### config.mk
export PLATFORM = sky130hd
export DESIGN_NAME = frame_deframer_crc8_check_flat
export DESIGN_NICKNAME = d
export VERILOG_FILES = /design/src/design/fdc_pkg.sv /design/src/design/fdc_chan_if.sv /design/src/design/fdc_csr.sv /design/src/design/fdc_in_stage.sv /design/src/design/fdc_core.sv /design/src/design/frame_deframer_crc8_check.sv /design/src/flat_wrapper.sv
export VERILOG_INCLUDE_DIRS = /design/src /design/src/design
export SDC_FILE = /design/constraint.sdc
export NUM_CORES = 1
export LEC_CHECK = 0
export BUFFER_PORTS_ARGS = -buffer_cell sky130_fd_sc_hd__buf_2
export CAP_MARGIN = 20
export CORE_UTILIZATION = 59
export DETAILED_ROUTE_END_ITERATION = 7
export MAX_ROUTING_LAYER = met4
export PLACE_DENSITY = 0.77
export REMOVE_ABC_BUFFERS = 1
export SLEW_MARGIN = 10
export SYNTH_ARGS = -nofsm -noshare
export SYNTH_HDL_FRONTEND = slang
export SYNTH_SLANG_ARGS = --single-unit
### constraint.sdc
create_clock -name clock -period 6 [get_ports clock]
set_input_delay 1.5 -clock clock [delete_from_list [all_inputs] [get_ports clock]]
set_output_delay 1.5 -clock clock [all_outputs]
set_load 0.1 [all_outputs]
### src/design/assert_macros.svh
// ---------------------------------------------------------------------------
// assertion helper macros used by the top-level design file
// ---------------------------------------------------------------------------
`ifndef ASSERT_MACROS_SVH
`define ASSERT_MACROS_SVH

// same-cycle implication, checked outside reset
`define ASSERT_SAME_CYCLE(label, clk, rst, ante, cons, msg) \
   label: assert property (@(posedge clk) disable iff (rst) (ante) |-> (cons)) \
      else $error(msg);

// next-cycle implication, no reset qualifier
`define ASSERT_NEXT_CYCLE(label, clk, ante, cons, msg) \
   label: assert property (@(posedge clk) (ante) |=> (cons)) \
      else $error(msg);

`endif

### src/design/fdc_pkg.sv
// ---------------------------------------------------------------------------
// fdc_pkg
// types, codes and helper functions of the frame deframer with crc-8 check
// ---------------------------------------------------------------------------
`default_nettype none

package fdc_pkg;

   localparam int unsigned HEADER_BYTES = 16;
   localparam int unsigned HDR_IDX_W    = $clog2(HEADER_BYTES);

   localparam logic [7:0] CRC_INIT = 8'hFF;
   localparam logic [7:0] CRC_POLY = 8'hAB;

   localparam int unsigned CSR_INDEX_W = 2;
   localparam int unsigned CSR_DATA_W  = 16;

   localparam logic [CSR_INDEX_W-1:0] CSR_MAGIC_WORD    = 2'd0;
   localparam logic [CSR_INDEX_W-1:0] CSR_CRC_FLAG_MASK = 2'd1;
   localparam logic [CSR_INDEX_W-1:0] CSR_BIG_ENDIAN    = 2'd2;

   typedef enum logic [1:0] {
      PH_HEADER  = 2'd0,
      PH_PAYLOAD = 2'd1,
      PH_DROP    = 2'd2
   } phase_type;

   typedef enum logic [1:0] {
      STATUS_PAYLOAD   = 2'd0,
      STATUS_EMPTY     = 2'd1,
      STATUS_BAD_MAGIC = 2'd2
   } status_type;

   typedef struct packed {
      logic [7:0] byte_in;
      logic       chunk_end;
   } req_item_type;

   typedef struct packed {
      status_type  status;
      logic [7:0]  payload_byte;
      logic        frame_last;
      logic [15:0] sequence_res;
      logic [15:0] flags;
      logic [31:0] timestamp;
      logic [15:0] payload_length;
      logic        crc_ok;
   } rsp_item_type;

   typedef struct packed {
      logic [15:0] magic_word;
      logic [15:0] crc_flag_mask;
      logic        big_endian;
   } cfg_type;

   typedef struct packed {
      logic         valid;
      req_item_type item;
   } in_stage_type;

   // reflected crc-8, one byte per call
   function automatic logic [7:0] crc8_next(input logic [7:0] crc, input logic [7:0] data);
      logic [7:0] c;
      c = crc ^ data;
      for (int i = 0; i < 8; i++) begin
         c = c[0] ? ((c >> 1) ^ CRC_POLY) : (c >> 1);
      end
      return c;
   endfunction

   function automatic logic [15:0] hdr16(input logic [7:0] b0, input logic [7:0] b1,
                                         input logic be);
      return be ? {b0, b1} : {b1, b0};
   endfunction

   function automatic logic [31:0] hdr32(input logic [7:0] b0, input logic [7:0] b1,
                                         input logic [7:0] b2, input logic [7:0] b3,
                                         input logic be);
      return be ? {b0, b1, b2, b3} : {b3, b2, b1, b0};
   endfunction

endpackage

`default_nettype wire

### src/design/fdc_chan_if.sv
// ---------------------------------------------------------------------------
// fdc_chan_if
// valid/ready channel carrying one payload item per transfer
// ---------------------------------------------------------------------------
`default_nettype none

interface fdc_chan_if #(
   parameter type payload_type = logic [7:0]
) ();

   logic        valid;
   logic        ready;
   payload_type payload;

   modport source (output valid, output payload, input ready);
   modport sink   (input valid, input payload, output ready);

endinterface

`default_nettype wire

### src/design/fdc_csr.sv
// ---------------------------------------------------------------------------
// fdc_csr
// configuration registers written through the plain write port
// ---------------------------------------------------------------------------
`default_nettype none

module fdc_csr (
   input  wire logic                                 clock,
   input  wire logic                                 reset,
   input  wire logic                                 csr_we,
   input  wire logic [fdc_pkg::CSR_INDEX_W-1:0]      csr_index,
   input  wire logic [fdc_pkg::CSR_DATA_W-1:0]       csr_wdata,
   output fdc_pkg::cfg_type                          cfg
);

   fdc_pkg::cfg_type cfg_ff;
   fdc_pkg::cfg_type cfg_in;

   always_comb begin
      cfg_in = cfg_ff;
      if (csr_we) begin
         unique case (csr_index)
            fdc_pkg::CSR_MAGIC_WORD:    cfg_in.magic_word    = csr_wdata;
            fdc_pkg::CSR_CRC_FLAG_MASK: cfg_in.crc_flag_mask = csr_wdata;
            fdc_pkg::CSR_BIG_ENDIAN:    cfg_in.big_endian    = csr_wdata[0];
            default:                    cfg_in = cfg_ff;
         endcase
      end
   end

   always_ff @(posedge clock) begin
      if (reset) begin
         cfg_ff.magic_word    <= 16'h0000;
         cfg_ff.crc_flag_mask <= 16'h0001;
         cfg_ff.big_endian    <= 1'b1;
      end else begin
         cfg_ff <= cfg_in;
      end
   end

   assign cfg = cfg_ff;

endmodule

`default_nettype wire

### src/design/fdc_in_stage.sv
// ---------------------------------------------------------------------------
// fdc_in_stage
// input register holding one received byte until the core takes it
// ---------------------------------------------------------------------------
`default_nettype none

module fdc_in_stage (
   input  wire logic              clock,
   input  wire logic              reset,
   fdc_chan_if.sink               req_if,
   input  wire logic              advance,
   output fdc_pkg::in_stage_type  stage
);

   logic                  valid_ff;
   logic                  valid_in;
   fdc_pkg::req_item_type item_ff;
   logic                  take;

   // the register frees up in the same cycle the core consumes it
   assign req_if.ready = !valid_ff || advance;
   assign take         = req_if.valid && req_if.ready;

   always_comb begin
      if (take) begin
         valid_in = 1'b1;
      end else if (advance) begin
         valid_in = 1'b0;
      end else begin
         valid_in = valid_ff;
      end
   end

   always_ff @(posedge clock) begin
      if (reset) begin
         valid_ff <= 1'b0;
      end else begin
         valid_ff <= valid_in;
      end
   end

   always_ff @(posedge clock) begin
      if (take) begin
         item_ff <= req_if.payload;
      end
   end

   assign stage.valid = valid_ff;
   assign stage.item  = item_ff;

endmodule

`default_nettype wire

### src/design/fdc_core.sv
// ---------------------------------------------------------------------------
// fdc_core
// header collection, payload pass-through, crc-8 check and result register
// ---------------------------------------------------------------------------
`default_nettype none

module fdc_core (
   input  wire logic                   clock,
   input  wire logic                   reset,
   input  wire fdc_pkg::cfg_type       cfg,
   input  wire fdc_pkg::in_stage_type  stage,
   output logic                        advance,
   fdc_chan_if.source                  rsp_if
);

   localparam int unsigned IDX_W = fdc_pkg::HDR_IDX_W;
   localparam logic [IDX_W-1:0] HDR_LAST = IDX_W'(fdc_pkg::HEADER_BYTES - 1);

   fdc_pkg::phase_type    phase_ff, phase_in;
   logic [IDX_W-1:0]      count_ff, count_in;
   logic [15:0]           left_ff, left_in;
   logic [7:0]            crc_ff, crc_in;
   logic [7:0]            hdr_store_ff [fdc_pkg::HEADER_BYTES];

   logic                  out_valid_ff, out_valid_in;
   fdc_pkg::rsp_item_type out_data_ff;

   logic                  res_valid;
   fdc_pkg::rsp_item_type res;

   logic [7:0]            data_byte;
   logic                  chunk_end;
   logic [15:0]           hdr_magic, hdr_flags, hdr_seq, hdr_len;
   logic [31:0]           hdr_ts;
   logic                  crc_flagged;
   logic [7:0]            crc_next;
   logic [15:0]           left_dec;
   logic                  hdr_done;

   assign data_byte = stage.item.byte_in;
   assign chunk_end = stage.item.chunk_end;

   // process the held byte when the result register is free or draining
   assign advance = stage.valid && (!out_valid_ff || rsp_if.ready);

   assign hdr_magic = fdc_pkg::hdr16(hdr_store_ff[0], hdr_store_ff[1], cfg.big_endian);
   assign hdr_flags = fdc_pkg::hdr16(hdr_store_ff[2], hdr_store_ff[3], cfg.big_endian);
   assign hdr_ts    = fdc_pkg::hdr32(hdr_store_ff[4], hdr_store_ff[5], hdr_store_ff[6],
                                     hdr_store_ff[7], cfg.big_endian);
   assign hdr_seq   = fdc_pkg::hdr16(hdr_store_ff[8], hdr_store_ff[9], cfg.big_endian);
   assign hdr_len   = fdc_pkg::hdr16(hdr_store_ff[10], hdr_store_ff[11], cfg.big_endian);

   assign crc_flagged = (hdr_flags & cfg.crc_flag_mask) != 16'h0000;
   assign crc_next    = fdc_pkg::crc8_next(crc_ff, data_byte);
   assign left_dec    = left_ff - 16'd1;
   assign hdr_done    = (count_ff == HDR_LAST);

   // next state
   always_comb begin
      phase_in = phase_ff;
      count_in = count_ff;
      left_in  = left_ff;
      crc_in   = crc_ff;
      if (advance) begin
         unique case (phase_ff)
            fdc_pkg::PH_HEADER: begin
               if (hdr_done) begin
                  count_in = '0;
                  if (hdr_magic != cfg.magic_word) begin
                     phase_in = chunk_end ? fdc_pkg::PH_HEADER : fdc_pkg::PH_DROP;
                  end else begin
                     crc_in  = fdc_pkg::CRC_INIT;
                     left_in = hdr_len;
                     phase_in = (hdr_len == 16'h0000) ? fdc_pkg::PH_HEADER
                                                      : fdc_pkg::PH_PAYLOAD;
                  end
               end else begin
                  count_in = count_ff + 1'b1;
               end
            end
            fdc_pkg::PH_PAYLOAD: begin
               crc_in  = crc_next;
               left_in = left_dec;
               if (left_dec == 16'h0000) begin
                  phase_in = fdc_pkg::PH_HEADER;
                  count_in = '0;
               end
            end
            fdc_pkg::PH_DROP: begin
               if (chunk_end) begin
                  phase_in = fdc_pkg::PH_HEADER;
                  count_in = '0;
               end
            end
            default: begin
               phase_in = fdc_pkg::PH_HEADER;
               count_in = '0;
            end
         endcase
      end
   end

   // result of the byte being processed
   always_comb begin
      res_valid = 1'b0;
      res       = '0;
      unique case (phase_ff)
         fdc_pkg::PH_HEADER: begin
            if (hdr_done) begin
               if (hdr_magic != cfg.magic_word) begin
                  res_valid  = 1'b1;
                  res.status = fdc_pkg::STATUS_BAD_MAGIC;
               end else if (hdr_len == 16'h0000) begin
                  res_valid          = 1'b1;
                  res.status         = fdc_pkg::STATUS_EMPTY;
                  res.frame_last     = 1'b1;
                  res.sequence_res   = hdr_seq;
                  res.flags          = hdr_flags;
                  res.timestamp      = hdr_ts;
                  res.payload_length = hdr_len;
                  res.crc_ok = !crc_flagged || (fdc_pkg::CRC_INIT == hdr_store_ff[12]);
               end
            end
         end
         fdc_pkg::PH_PAYLOAD: begin
            res_valid          = 1'b1;
            res.status         = fdc_pkg::STATUS_PAYLOAD;
            res.payload_byte   = data_byte;
            res.sequence_res   = hdr_seq;
            res.flags          = hdr_flags;
            res.timestamp      = hdr_ts;
            res.payload_length = hdr_len;
            if (left_dec == 16'h0000) begin
               res.frame_last = 1'b1;
               res.crc_ok     = !crc_flagged || (crc_next == hdr_store_ff[12]);
            end
         end
         fdc_pkg::PH_DROP: begin
            res_valid = 1'b0;
         end
         default: begin
            res_valid = 1'b0;
         end
      endcase
   end

   always_comb begin
      if (advance) begin
         out_valid_in = res_valid;
      end else if (rsp_if.ready) begin
         out_valid_in = 1'b0;
      end else begin
         out_valid_in = out_valid_ff;
      end
   end

   always_ff @(posedge clock) begin
      if (reset) begin
         phase_ff     <= fdc_pkg::PH_HEADER;
         count_ff     <= '0;
         left_ff      <= 16'h0000;
         crc_ff       <= fdc_pkg::CRC_INIT;
         out_valid_ff <= 1'b0;
      end else begin
         phase_ff     <= phase_in;
         count_ff     <= count_in;
         left_ff      <= left_in;
         crc_ff       <= crc_in;
         out_valid_ff <= out_valid_in;
      end
   end

   always_ff @(posedge clock) begin
      if (advance && (phase_ff == fdc_pkg::PH_HEADER)) begin
         hdr_store_ff[count_ff] <= data_byte;
      end
   end

   always_ff @(posedge clock) begin
      if (advance && res_valid) begin
         out_data_ff <= res;
      end
   end

   assign rsp_if.valid   = out_valid_ff;
   assign rsp_if.payload = out_data_ff;

endmodule

`default_nettype wire

### src/design/frame_deframer_crc8_check.sv
// ---------------------------------------------------------------------------
// frame_deframer_crc8_check
// length-prefixed frame deframer with crc-8 payload check
// ---------------------------------------------------------------------------
// usage:
//   req_if takes one stream byte per transfer with a chunk_end marker.
//   rsp_if gives at most one result per byte: a payload byte with the
//   decoded header fields, an empty-frame result, or a bad-magic result.
//   dropped bytes and all header bytes but the last give no result.
//   csr_we/csr_index/csr_wdata write magic_word, crc_flag_mask, big_endian;
//   write them only while the block is idle.
// path: a byte is held in the input register, then its result is
//   registered in the result register.
// throughput: one byte per cycle while rsp_if.ready holds high, set by
//   the single processing stage between the input and result registers.
// reset: synchronous; header collection restarts and both registers empty.
// stall: while rsp_if.ready is low a waiting result holds, the input
//   register still takes one more byte, then req_if.ready drops.
// ---------------------------------------------------------------------------
`default_nettype none

`include "assert_macros.svh"

module frame_deframer_crc8_check (
   input  wire logic                            clock,
   input  wire logic                            reset,
   fdc_chan_if.sink                             req_if,
   fdc_chan_if.source                           rsp_if,
   input  wire logic                            csr_we,
   input  wire logic [fdc_pkg::CSR_INDEX_W-1:0] csr_index,
   input  wire logic [fdc_pkg::CSR_DATA_W-1:0]  csr_wdata
);

   fdc_pkg::cfg_type      cfg;
   fdc_pkg::in_stage_type stage;
   logic                  advance;

   fdc_csr u_csr (
      .clock     (clock),
      .reset     (reset),
      .csr_we    (csr_we),
      .csr_index (csr_index),
      .csr_wdata (csr_wdata),
      .cfg       (cfg)
   );

   fdc_in_stage u_in_stage (
      .clock   (clock),
      .reset   (reset),
      .req_if  (req_if),
      .advance (advance),
      .stage   (stage)
   );

   fdc_core u_core (
      .clock   (clock),
      .reset   (reset),
      .cfg     (cfg),
      .stage   (stage),
      .advance (advance),
      .rsp_if  (rsp_if)
   );

   `ASSERT_NEXT_CYCLE(a_reset_empties_output, clock, reset, !rsp_if.valid,
      "result valid right after reset")

   `ASSERT_SAME_CYCLE(a_non_payload_zero_byte, clock, reset,
      rsp_if.valid && (rsp_if.payload.status != fdc_pkg::STATUS_PAYLOAD),
      rsp_if.payload.payload_byte == 8'h00,
      "payload byte set on a non-payload result")

   `ASSERT_SAME_CYCLE(a_bad_magic_clean, clock, reset,
      rsp_if.valid && (rsp_if.payload.status == fdc_pkg::STATUS_BAD_MAGIC),
      !rsp_if.payload.frame_last && !rsp_if.payload.crc_ok &&
      (rsp_if.payload.payload_length == 16'h0000),
      "bad magic result carries frame data")

   `ASSERT_SAME_CYCLE(a_crc_ok_only_last, clock, reset,
      rsp_if.valid && !rsp_if.payload.frame_last,
      !rsp_if.payload.crc_ok,
      "crc verdict on a byte that does not end a frame")

   `ASSERT_SAME_CYCLE(a_empty_is_last, clock, reset,
      rsp_if.valid && (rsp_if.payload.status == fdc_pkg::STATUS_EMPTY),
      rsp_if.payload.frame_last && (rsp_if.payload.payload_length == 16'h0000),
      "empty frame result malformed")

endmodule

`default_nettype wire

### src/flat_wrapper.sv
// flat-port wrapper written by rule: the top's interface ports become plain ports
module frame_deframer_crc8_check_flat import fdc_pkg::*;
  (clock, reset, csr_we, csr_index, csr_wdata, req_if_valid, req_if_payload, req_if_ready, rsp_if_valid, rsp_if_payload, rsp_if_ready);
  fdc_chan_if #(.payload_type(req_item_type)) req_if_i ();
  fdc_chan_if #(.payload_type(rsp_item_type)) rsp_if_i ();
  input  wire logic clock;
  input  wire logic reset;
  input  wire logic csr_we;
  input  wire logic [fdc_pkg::CSR_INDEX_W-1:0] csr_index;
  input  wire logic [fdc_pkg::CSR_DATA_W-1:0] csr_wdata;
  input wire logic [$bits(req_if_i.valid)-1:0] req_if_valid;
  input wire logic [$bits(req_if_i.payload)-1:0] req_if_payload;
  output wire logic [$bits(req_if_i.ready)-1:0] req_if_ready;
  output wire logic [$bits(rsp_if_i.valid)-1:0] rsp_if_valid;
  output wire logic [$bits(rsp_if_i.payload)-1:0] rsp_if_payload;
  input wire logic [$bits(rsp_if_i.ready)-1:0] rsp_if_ready;
  assign req_if_i.valid = req_if_valid;
  assign req_if_i.payload = req_if_payload;
  assign req_if_ready = req_if_i.ready;
  assign rsp_if_valid = rsp_if_i.valid;
  assign rsp_if_payload = rsp_if_i.payload;
  assign rsp_if_i.ready = rsp_if_ready;
  frame_deframer_crc8_check u_core (.clock(clock), .reset(reset), .req_if(req_if_i), .rsp_if(rsp_if_i), .csr_we(csr_we), .csr_index(csr_index), .csr_wdata(csr_wdata));
endmodule
Word level (Yosys, flattened, before mapping) --
Memories as Yosys holds them, arrays and structs flattened. Cells that the tools add are included.
Storage, ports and cells: memories 1, output and inout bits 94, bits in writable memories 128, flip-flop bits (word level) 166, word-level logic and storage cells 122
Memory list:
- u_core.u_core.hdr_store_ff | depth 16, bits a word 8, read ports 13, clocked after memory_dff 0, write ports 1, line fdc_core.sv:23 | logic [7:0] hdr_store_ff [fdc_pkg::HEADER_BYTES];
Operators by class: bitwise operators 12, add/subtract/negate cells 2, reductions and logical operators 27, equality and inequality tests 12, multiplexer cells 48
Operators by type and width (count):
- two-way mux 82 bit | 3
- case mux 82 bit (2 select lines) | 1
- two-way mux 16 bit | 6
- two-way mux 8 bit | 10
- NOT 4 -> 5 bit | 8
- logical NOT 16 bit | 2
- two-way mux 32 bit | 1
- case mux 16 bit (2 select lines) | 1
- bitwise AND 16 bit | 1
- inequality test 16 bit | 1
- case mux 8 bit (2 select lines) | 1
- nonzero test 16 bit | 1
- subtractor 16 x 1 -> 16 bit (second input constant) | 1
- two-way mux 1 bit | 13
- two-way mux 2 bit | 6
- two-way mux 4 bit | 3
- case mux 4 bit (3 select lines) | 1
- == test 8 bit | 1
- == test 8 bit (first input constant) | 1
- AND reduction 2 bit | 4
- AND reduction 4 bit | 2
- XOR 8 bit | 1
- inequality test 2 bit (second input constant) | 3
- case mux 2 bit (3 select lines) | 1
- other kinds (14) | 28

Logic depth before layout (Yosys ltp) --
Gate-level depths: netlist of run 1.
depth after elaboration 21, gate-level depth with buffers 11, depth with buffers taken out 9

By module --
From an unflattened synthesis of run 1, not the netlist that was laid out.
Unflattened totals: cells, all modules 966, area, all modules 12205.5 um^2
Modules (own cells, without submodules):
- fdc_core | cells each 821, sequential area each 6506.2 um^2, instances 1, area an instance 10485.1 um^2
- fdc_csr | cells each 130, sequential area each 660.6 um^2, instances 1, area an instance 1387.6 um^2
- fdc_in_stage | cells each 15, sequential area each 290.3 um^2, instances 1, area an instance 332.8 um^2

Worst setup path after synthesis of run 1 --
No wires, ideal clock.
path type in2reg, from input rsp_if_ready, to register u_core.u_core.out_data_ff, in the netlist u_core.u_core.rsp_if.payload[0], enable pin, arrival time 3.946 ns, slack 1.181 ns, buffers on the path 1, setup time 0.873 ns, stages 5, cells stage by stage nor2b_1 -> nand2b_1 -> nand2b_1 -> clkbuf_1 -> nand2_1
On the way: cells in the longest elaborated chain, start to end 3
RTL lines:
- from (decl) | line flat_wrapper.sv:16 | input wire logic [$bits(rsp_if_i.ready)-1:0] rsp_if_ready;
- logical OR 1 bit | line fdc_core.sv:44 | assign advance = stage.valid && (!out_valid_ff || rsp_if.ready);
- logical AND 1 bit | line fdc_core.sv:44
- logical AND 1 bit | line fdc_core.sv:180 | if (advance && res_valid) begin
- to (signal assigned) | line fdc_core.sv:181 | out_data_ff <= res;
- to (decl) | line fdc_core.sv:26 | fdc_pkg::rsp_item_type out_data_ff;
No other way between the ends. A chain may end at the register's enable or synchronous reset.

Final worst setup path of run 1 --
from register u_core.u_csr.cfg_ff, in the netlist u_core.u_csr.cfg[0], to register u_core.u_core.out_data_ff, in the netlist u_core.u_core.rsp_if.payload[70], enable pin
On the way: cells in the longest elaborated chain, start to end 7, elaborated cells on any way between the ends 9, those cells by class eq/ne: 1; mux: 6; reduce/logical: 2
RTL lines:
- from (decl) | line fdc_csr.sv:16 | fdc_pkg::cfg_type cfg_ff;
- from (signal assigned) | line fdc_csr.sv:37 | cfg_ff <= cfg_in;
- two-way mux 16 bit | line fdc_pkg.sv:73 | return be ? {b0, b1} : {b1, b0};
- logical NOT 16 bit | line fdc_core.sv:113 | end else if (hdr_len == 16'h0000) begin
- two-way mux 1 bit | line fdc_core.sv:113
- two-way mux 1 bit (*) | line fdc_core.sv:110 | if (hdr_magic != cfg.magic_word) begin
- two-way mux 1 bit (*) | line fdc_core.sv:109 | if (hdr_done) begin
- case mux 1 bit (2 select lines) (*) | line fdc_core.sv:107 | unique case (phase_ff)
- logical AND 1 bit (*) | line fdc_core.sv:180
Every way passes the cells marked *; elsewhere a longest branch is shown, timed or not.

==> run summary, run 1 <==
Tightest Pin Transition = 0.888 ns
unrepaired setup endpoints after global routing = false
post-synth top area share = 52.3%
TritonCTS Buffers = 27
Worst Hold Slack = 0.455 ns
Die H = 143 um
Max Fanout on Critical Path = 51
CP Capture Type = register
mean post-synth cell area = 12.1 um^2
routed via count = 7,937
via/cell ratio = 5.78
area occupied by multi-input gates = 4010 um^2
Initial DRC Count = 709
# Post-CTS Setup Buffers = 0
share of the yosys chip area belonging to registers = 63.4%
Hold/Removal Path Class = register to register
num rows = 51
dpl ws = 1.92 ns
CP peak stage delay = 0.61 ns
Cell Chain, Critical Path = buf_4, buf_16, mux2i_1, xor2_1, nand4_1, o21ai_0, a21o_1, nand2_4, buf_4
GP Congestion = 0.927
GR Util All Layers = 25.8%
most used cell, CP = buf_4
Post-route DRC = 0
vias in the first global route = 7,362
antenna viol nets, final = 0
Arr. time, crit path = 4.00 ns
Post-synth ARST share = 0%
initial antenna violation count = 0
I/O pins = 126
clock buffer depth = 3
final hold violations = 0
setup TNS = 0 ns
EDFF count, synth = 205
CTS tree = done
proportion of synthesized area in mux cells = 7.75%
1st-pass router iterations = 5
Cell variety after synth = 62
H-tree depth = 1
Initial Util = 60.3%
Compound-Gate Fraction of Synth Area = 8.89%
Finish-stage setup viols = 0
Slew HR = 40.8%
CTS root buf = clkbuf_16
Setup Skew = 0.0179 ns
Nets = 1,124
Worst-Skew Late Latency = 0.54 ns
largest net degree at the start of global routing = 80
Post-Layout Inst Area = 13,500 um^2
Max-cap violations = 0
Post-DP Area = 12,600 um^2
startpoint types = register
xor/xnor share of the synthesized area = 3.20%
routed wire length = 25,100 um
post-synthesis simple-gate area fraction = 13.4%
CP required = 6.16 ns
Slowest-stage cell, CP = dfxtp_4
critical path type = register to register
post-route minimum period = 3.84 ns
fill count = 1,410
quantity of I/O buffers inserted on ports = 125
Warnings, synthesis = 0
Yosys reg bits = 270
Final period util = 64.1%
leak pwr = 4.91 nW
area leader, netlist = edfxtp_1
die width = 143 um
Layout area overhead = 14.3%
main combinational cell family by area after synthesis = simple AND/OR/NAND/NOR gates
routed len/inst = 18.3 um
Most used DFF post-synth = edfxtp_1
Post-CTS Resized = 0
Crit path max-delay family = buffers and inverters
Cell Area, Synth = 11,800 um^2
fmax = 260 MHz
DP HPWL = 16,400 um
die area = 20,500 um^2
Clk pin slew, worst setup/hold paths = 0.06 ns
layout cells sized above 1 = 17.3%
GRT overflow = 0
antenna cells = 0
Worst Setup Slack, final = 2.16 ns
pwr dens = 284 nW/um^2
core area = 19,500 um^2
worst path bufs/invs = 3
max-slew violation count = 0
Storage cell area = 7460 um^2
top cells by area, synth = edfxtp_1, dfxtp_1, mux2i_1
first-pass GRT wire length = 39,100 um
status = finished clean
hold_buf cts = 0
Clock Sinks = 270
Syn Inst Count = 973
Max IR drop VDD = 0.223 mV
area share of fa/ha/maj cells after synthesis = 0.638%
## Yosys cell counts (3+ instances only)
| master | instances |
|---|---|
| o32a_1 | 8 |
| o22ai_1 | 13 |
| or3_1 | 8 |
| o21ai_0 | 15 |
| nor2_1 | 126 |
| or2_2 | 5 |
| clkbuf_1 | 31 |
| o211ai_1 | 8 |
| nor3_1 | 18 |
| buf_2 | 6 |
| nor4bb_1 | 10 |
| a21oi_1 | 63 |
| edfxtp_1 | 205 |
| and2_1 | 22 |
| nor4_1 | 7 |
| buf_1 | 8 |
| nand2b_1 | 6 |
| xor2_1 | 11 |
| xnor2_1 | 32 |
| o32ai_1 | 10 |
| dfxtp_1 | 65 |
| a32o_1 | 3 |
| a22oi_1 | 3 |
| nand4_1 | 7 |
| o311ai_0 | 4 |
| nand3_1 | 7 |
| ha_1 | 6 |
| inv_1 | 30 |
| and3_1 | 6 |
| nor2b_1 | 3 |
| a31oi_1 | 7 |
| nand2_1 | 89 |
| and3b_1 | 3 |
| a211o_1 | 3 |
| mux2i_1 | 90 |
## metrics by stage
step / power (mW) / util (%) / std cells
after floorplan: 2.21 / - / 924
after global placement: 2.27 / 64.5 / 1321
after detailed placement: 2.28 / 64.5 / 1321
after CTS: 3.84 / 68.8 / 1371
after global routing: 3.94 / 68.9 / 1372
final: 3.82 / 68.9 / 1372
## logic make-up after synthesis
family	Yosys count
simple gates	330
flops	270
compound gates	154
mux	91
buf+inv	79
xor+xnor	43
fa+ha+maj	6
## path summary, 6_finish.rpt
path / startpoint / endpoint / slack (ns) / cells after the start
min reg2reg: u_core.u_csr.cfg[15] / u_core.u_csr.cfg[15] / 0.46 / 2
min: u_core.u_csr.cfg[15] / u_core.u_csr.cfg[15] / 0.46 / 2
max: u_core.u_csr.cfg[0] / u_core.u_core.rsp_if.payload[70] / 2.16 / 9
max reg2reg: u_core.u_csr.cfg[0] / u_core.u_core.rsp_if.payload[70] / 2.16 / 9
## state kept, by name, indices dropped and copies added (netlist names)
register                      cells
u_core.u_core.hdr_store_ff      104
u_core.u_core.rsp_if.valid        1
u_core.u_core.rsp_if.payload     92
u_core.u_core.phase_ff            2
u_core.u_csr.cfg                 33
u_core.u_core.crc_ff              8
u_core.u_core.left_ff            16
u_core.u_core.count_ff            4
u_core.u_in_stage.valid_ff        1
u_core.u_in_stage.stage           9
## layout by cell type, fill, tap and decap left out, types with 10 or more instances in the layout
cell type	count
a21oi_1	63
and2_1	22
buf_2	125
clkbuf_1	10
clkbuf_16	27
dfxtp_1	64
edfxtp_1	205
inv_1	30
mux2i_1	90
nand2_1	88
nor2_1	126
nor3_1	18
nor4bb_1	10
o21ai_0	15
o22ai_1	13
o32ai_1	10
xnor2_1	32
xor2_1	11
## cell type report
cell class                 instances  area share [%]
clock inverter                    11           0.697
tap                              265            2.46
multi-input combinational        624            29.8
clock buffer                      39            5.51
timing repair buffer             133            5.25
sequential                       270            55.5
inverter                          30           0.837
## where the power goes
part	internal, mW	switching [mW]
clock	0.905	0.677
combinational	0.0781	0.0986
sequential	2.02	0.0426
## metal layers
metal / global-route usage (%) / part of all wire [%]
met5: - / 0
met4: 6.38 / 2.0
met3: 3.42 / 6.1
met2: 40.6 / 47
met1: 35.6 / 45
## tightest hold or removal path: stages (launching register included)
cell and delay [ns]:
dfxtp_1 0.31, nand2_1 0.05, a21oi_1 0.05
(Power assumes the default switching activity.)
==> run 2: changes to the inputs <==
- clock period: 6 -> 3.7 ns (I/O delays scaled with it)
==> run 2 against run 1 <==
Against the previous run:
- non-clock buffer count rose by 18
- die area did not move
- sequential power rose by 61%
- final cell count rose by 1.3%
- worst hold slack got worse by 0.00082 ns
- sequential share of layout area fell by 0.79 points
- largest cell class unchanged
- combinational power rose by 89%
- maximum frequency rose by 26%
- design area rose by 1.4%
- register-to-register slack got worse by 1.5 ns
- count of clock-buffer cells in the layout rose by 4
==> run summary, run 2 (synthesized netlist as in run 1, its figures left out) <==
status = finished clean
initial antenna violation count = 0 (unchanged)
GP Congestion = 0.973 (+4.9%)
Slew HR = 46.7% (+5.9 points)
Clk pin slew, worst setup/hold paths = 0.06 ns (about the same)
routed len/inst = 18.4 um (+0.52%)
CP required = 4.11 ns (-2.05 ns)
die area = 20,500 um^2 (unchanged)
Post-CTS Resized = 0 (unchanged)
Worst Setup Slack, final = 0.639 ns (-1.52 ns)
quantity of I/O buffers inserted on ports = 125 (unchanged)
H-tree depth = 1 (unchanged)
Arr. time, crit path = 3.47 ns (-0.53 ns)
final hold violations = 0 (unchanged)
leak pwr = 5.03 nW (+2.5%)
1st-pass router iterations = 5 (unchanged)
Die H = 143 um (unchanged)
Worst Hold Slack = 0.455 ns (-0.000818 ns)
hold_buf cts = 0 (unchanged)
dpl ws = 0.672 ns (-1.25 ns)
switching share of power = 21.2% (-0.19 points)
Worst-Skew Late Latency = 0.54 ns (about the same)
core area = 19,500 um^2 (unchanged)
startpoint types = register
Post-route DRC = 0 (unchanged)
I/O pins = 126 (unchanged)
GRT overflow = 0 (unchanged)
Seq pwr share = 52.8% (-1.2 points)
num rows = 51 (unchanged)
R2R setup slack = 0.64 ns (-1.52 ns)
most frequent cells in the layout = edfxtp_1, nor2_1, buf_2, mux2i_1, nand2_1
CTS root buf = clkbuf_16
routed via count = 8,104 (+2.1%)
DP HPWL = 17,200 um (+5.1%)
Tightest Pin Transition = 0.797 ns (-0.0908 ns)
Initial Util = 60.3% (unchanged)
max-slew violation count = 0 (unchanged)
pwr dens = 460 nW/um^2 (+62%)
dpl cells = 1,339 (+1.4%)
antenna viol nets, final = 0 (unchanged)
# Post-CTS Setup Buffers = 0 (unchanged)
TritonCTS Buffers = 27 (unchanged)
Max-cap violations = 0 (unchanged)
Layout area overhead = 16.0%
Clock Sinks = 270 (unchanged)
vias in the first global route = 7,371 (+0.12%)
max reg flops = 104 (unchanged)
routed wire length = 25,600 um (+1.8%)
CTS tree = done
CP Capture Type = register
Setup Skew = 0.0191 ns (+0.00123 ns)
Top reg by flops = u_core.u_core.hdr_store_ff
fill count = 1,382 (-2.0%)
fmax = 327 MHz (+26%)
Final period util = 82.7% (+19 points)
post-route minimum period = 3.06 ns (-0.782 ns)
die width = 143 um (unchanged)
via/cell ratio = 5.83 (+0.78%)
final core utilization = 69.9% (+0.99 points)
Initial DRC Count = 730 (+3.0%)
unrepaired setup endpoints after global routing = false
first-pass GRT wire length = 39,500 um (+0.93%)
antenna cells = 0 (unchanged)
largest net degree at the start of global routing = 51 (-36%)
commonest non-fill, non-tap cell in the layout = edfxtp_1
Logic pwr share = 5.3% (+0.7 points)
GR Util All Layers = 26.0% (+0.26 points)
Cell Count, Final, Fillers Out = 1,390 (+1.3%)
Finish-stage setup viols = 0 (unchanged)
clock power share = 41.9% (+0.5 points)
net switching power figure = 1.33 mW (+63%)
Nets = 1,142 (+1.6%)
critical path type = register to register
clock buffer depth = 3 (unchanged)
layout cells sized above 1 = 18.9% (+1.7 points)
Int Pwr = 4.95 mW (+65%)
Max Fanout on Critical Path = 44 (-14%)
Max IR drop VDD = 0.317 mV (+42%)
Hold/Removal Path Class = register to register
==> run 2: cell count changes in the layout (fill, tap and decap cells not counted) <==
| cell | before | now |
|---|---|---|
| clkbuf_16 | 27 | 28 |
| clkbuf_8 | 2 | 7 |
| clkbuf_1 | 10 | 6 |
| inv_8 | 1 | 0 |
| clkinvlp_2 | 1 | 0 |
| clkinv_4 | 1 | 0 |
| buf_4 | 7 | 23 |
| bufinv_16 | 1 | 0 |
| buf_12 | 0 | 2 |
| clkbuf_2 | 0 | 2 |
==> run 2: power groups by stage <==
stage               Clock, mW  Sequential (mW)  Combinational (mW)
detailed placement          0             3.38               0.328
finish                   2.63             3.31               0.334
global route             2.78             3.32               0.357
global placement            0             3.38               0.324
floorplan                   0             3.38               0.203
CTS                      2.66             3.31               0.331
==> run 2: critical path, cell delays in order, from the launching register on <==
cell	delay, ns
dfxtp_4	0.64
buf_4	0.66
mux2i_1	0.40
o22ai_1	0.13
or4_1	0.61
o22ai_1	0.28
a22o_1	0.18
==> run 2: final cells by class <==
class	instances	area (um^2)	share of cell area, %
inverter	30	113	0.825
timing repair buffer	151	866	6.34
tap	265	332	2.43
clock buffer	43	830	6.08
multi-input combinational	624	4010	29.4
clock inverter	7	38.8	0.284
sequential	270	7460	54.7
==> run 2: stage by stage <==
stage / total power, mW / area [um^2] / setup TNS, ns
5_1_grt: 6.46 / 13600 / 0
3_3_place_gp: 3.70 / 12800 / 0
3_5_place_dp: 3.71 / 12800 / 0
6_report: 6.28 / 13600 / 0
4_1_cts: 6.30 / 13600 / 0
2_1_floorplan: 3.59 / 11600 / -669.72
==> run 2: worst paths after layout <==
check | start | to | cells past startpoint
max reg2reg | u_core.u_csr.cfg[0] | u_core.u_core.rsp_if.payload[0] | 6
min reg2reg | u_core.u_csr.cfg[8] | u_core.u_csr.cfg[8] | 2
max | u_core.u_csr.cfg[0] | u_core.u_core.rsp_if.payload[0] | 6
min | u_core.u_csr.cfg[8] | u_core.u_csr.cfg[8] | 2
==> run 2: routing by layer <==
layer	track usage, %	wire, um	part of all wire, %	up-vias
li1	-	-	-	3820
met2	40.7	11900	47	358
met1	35.8	11000	43	3884
met3	3.92	2180	8.5	42
met4	6.61	472	1.8	0
met5	-	0	0	-
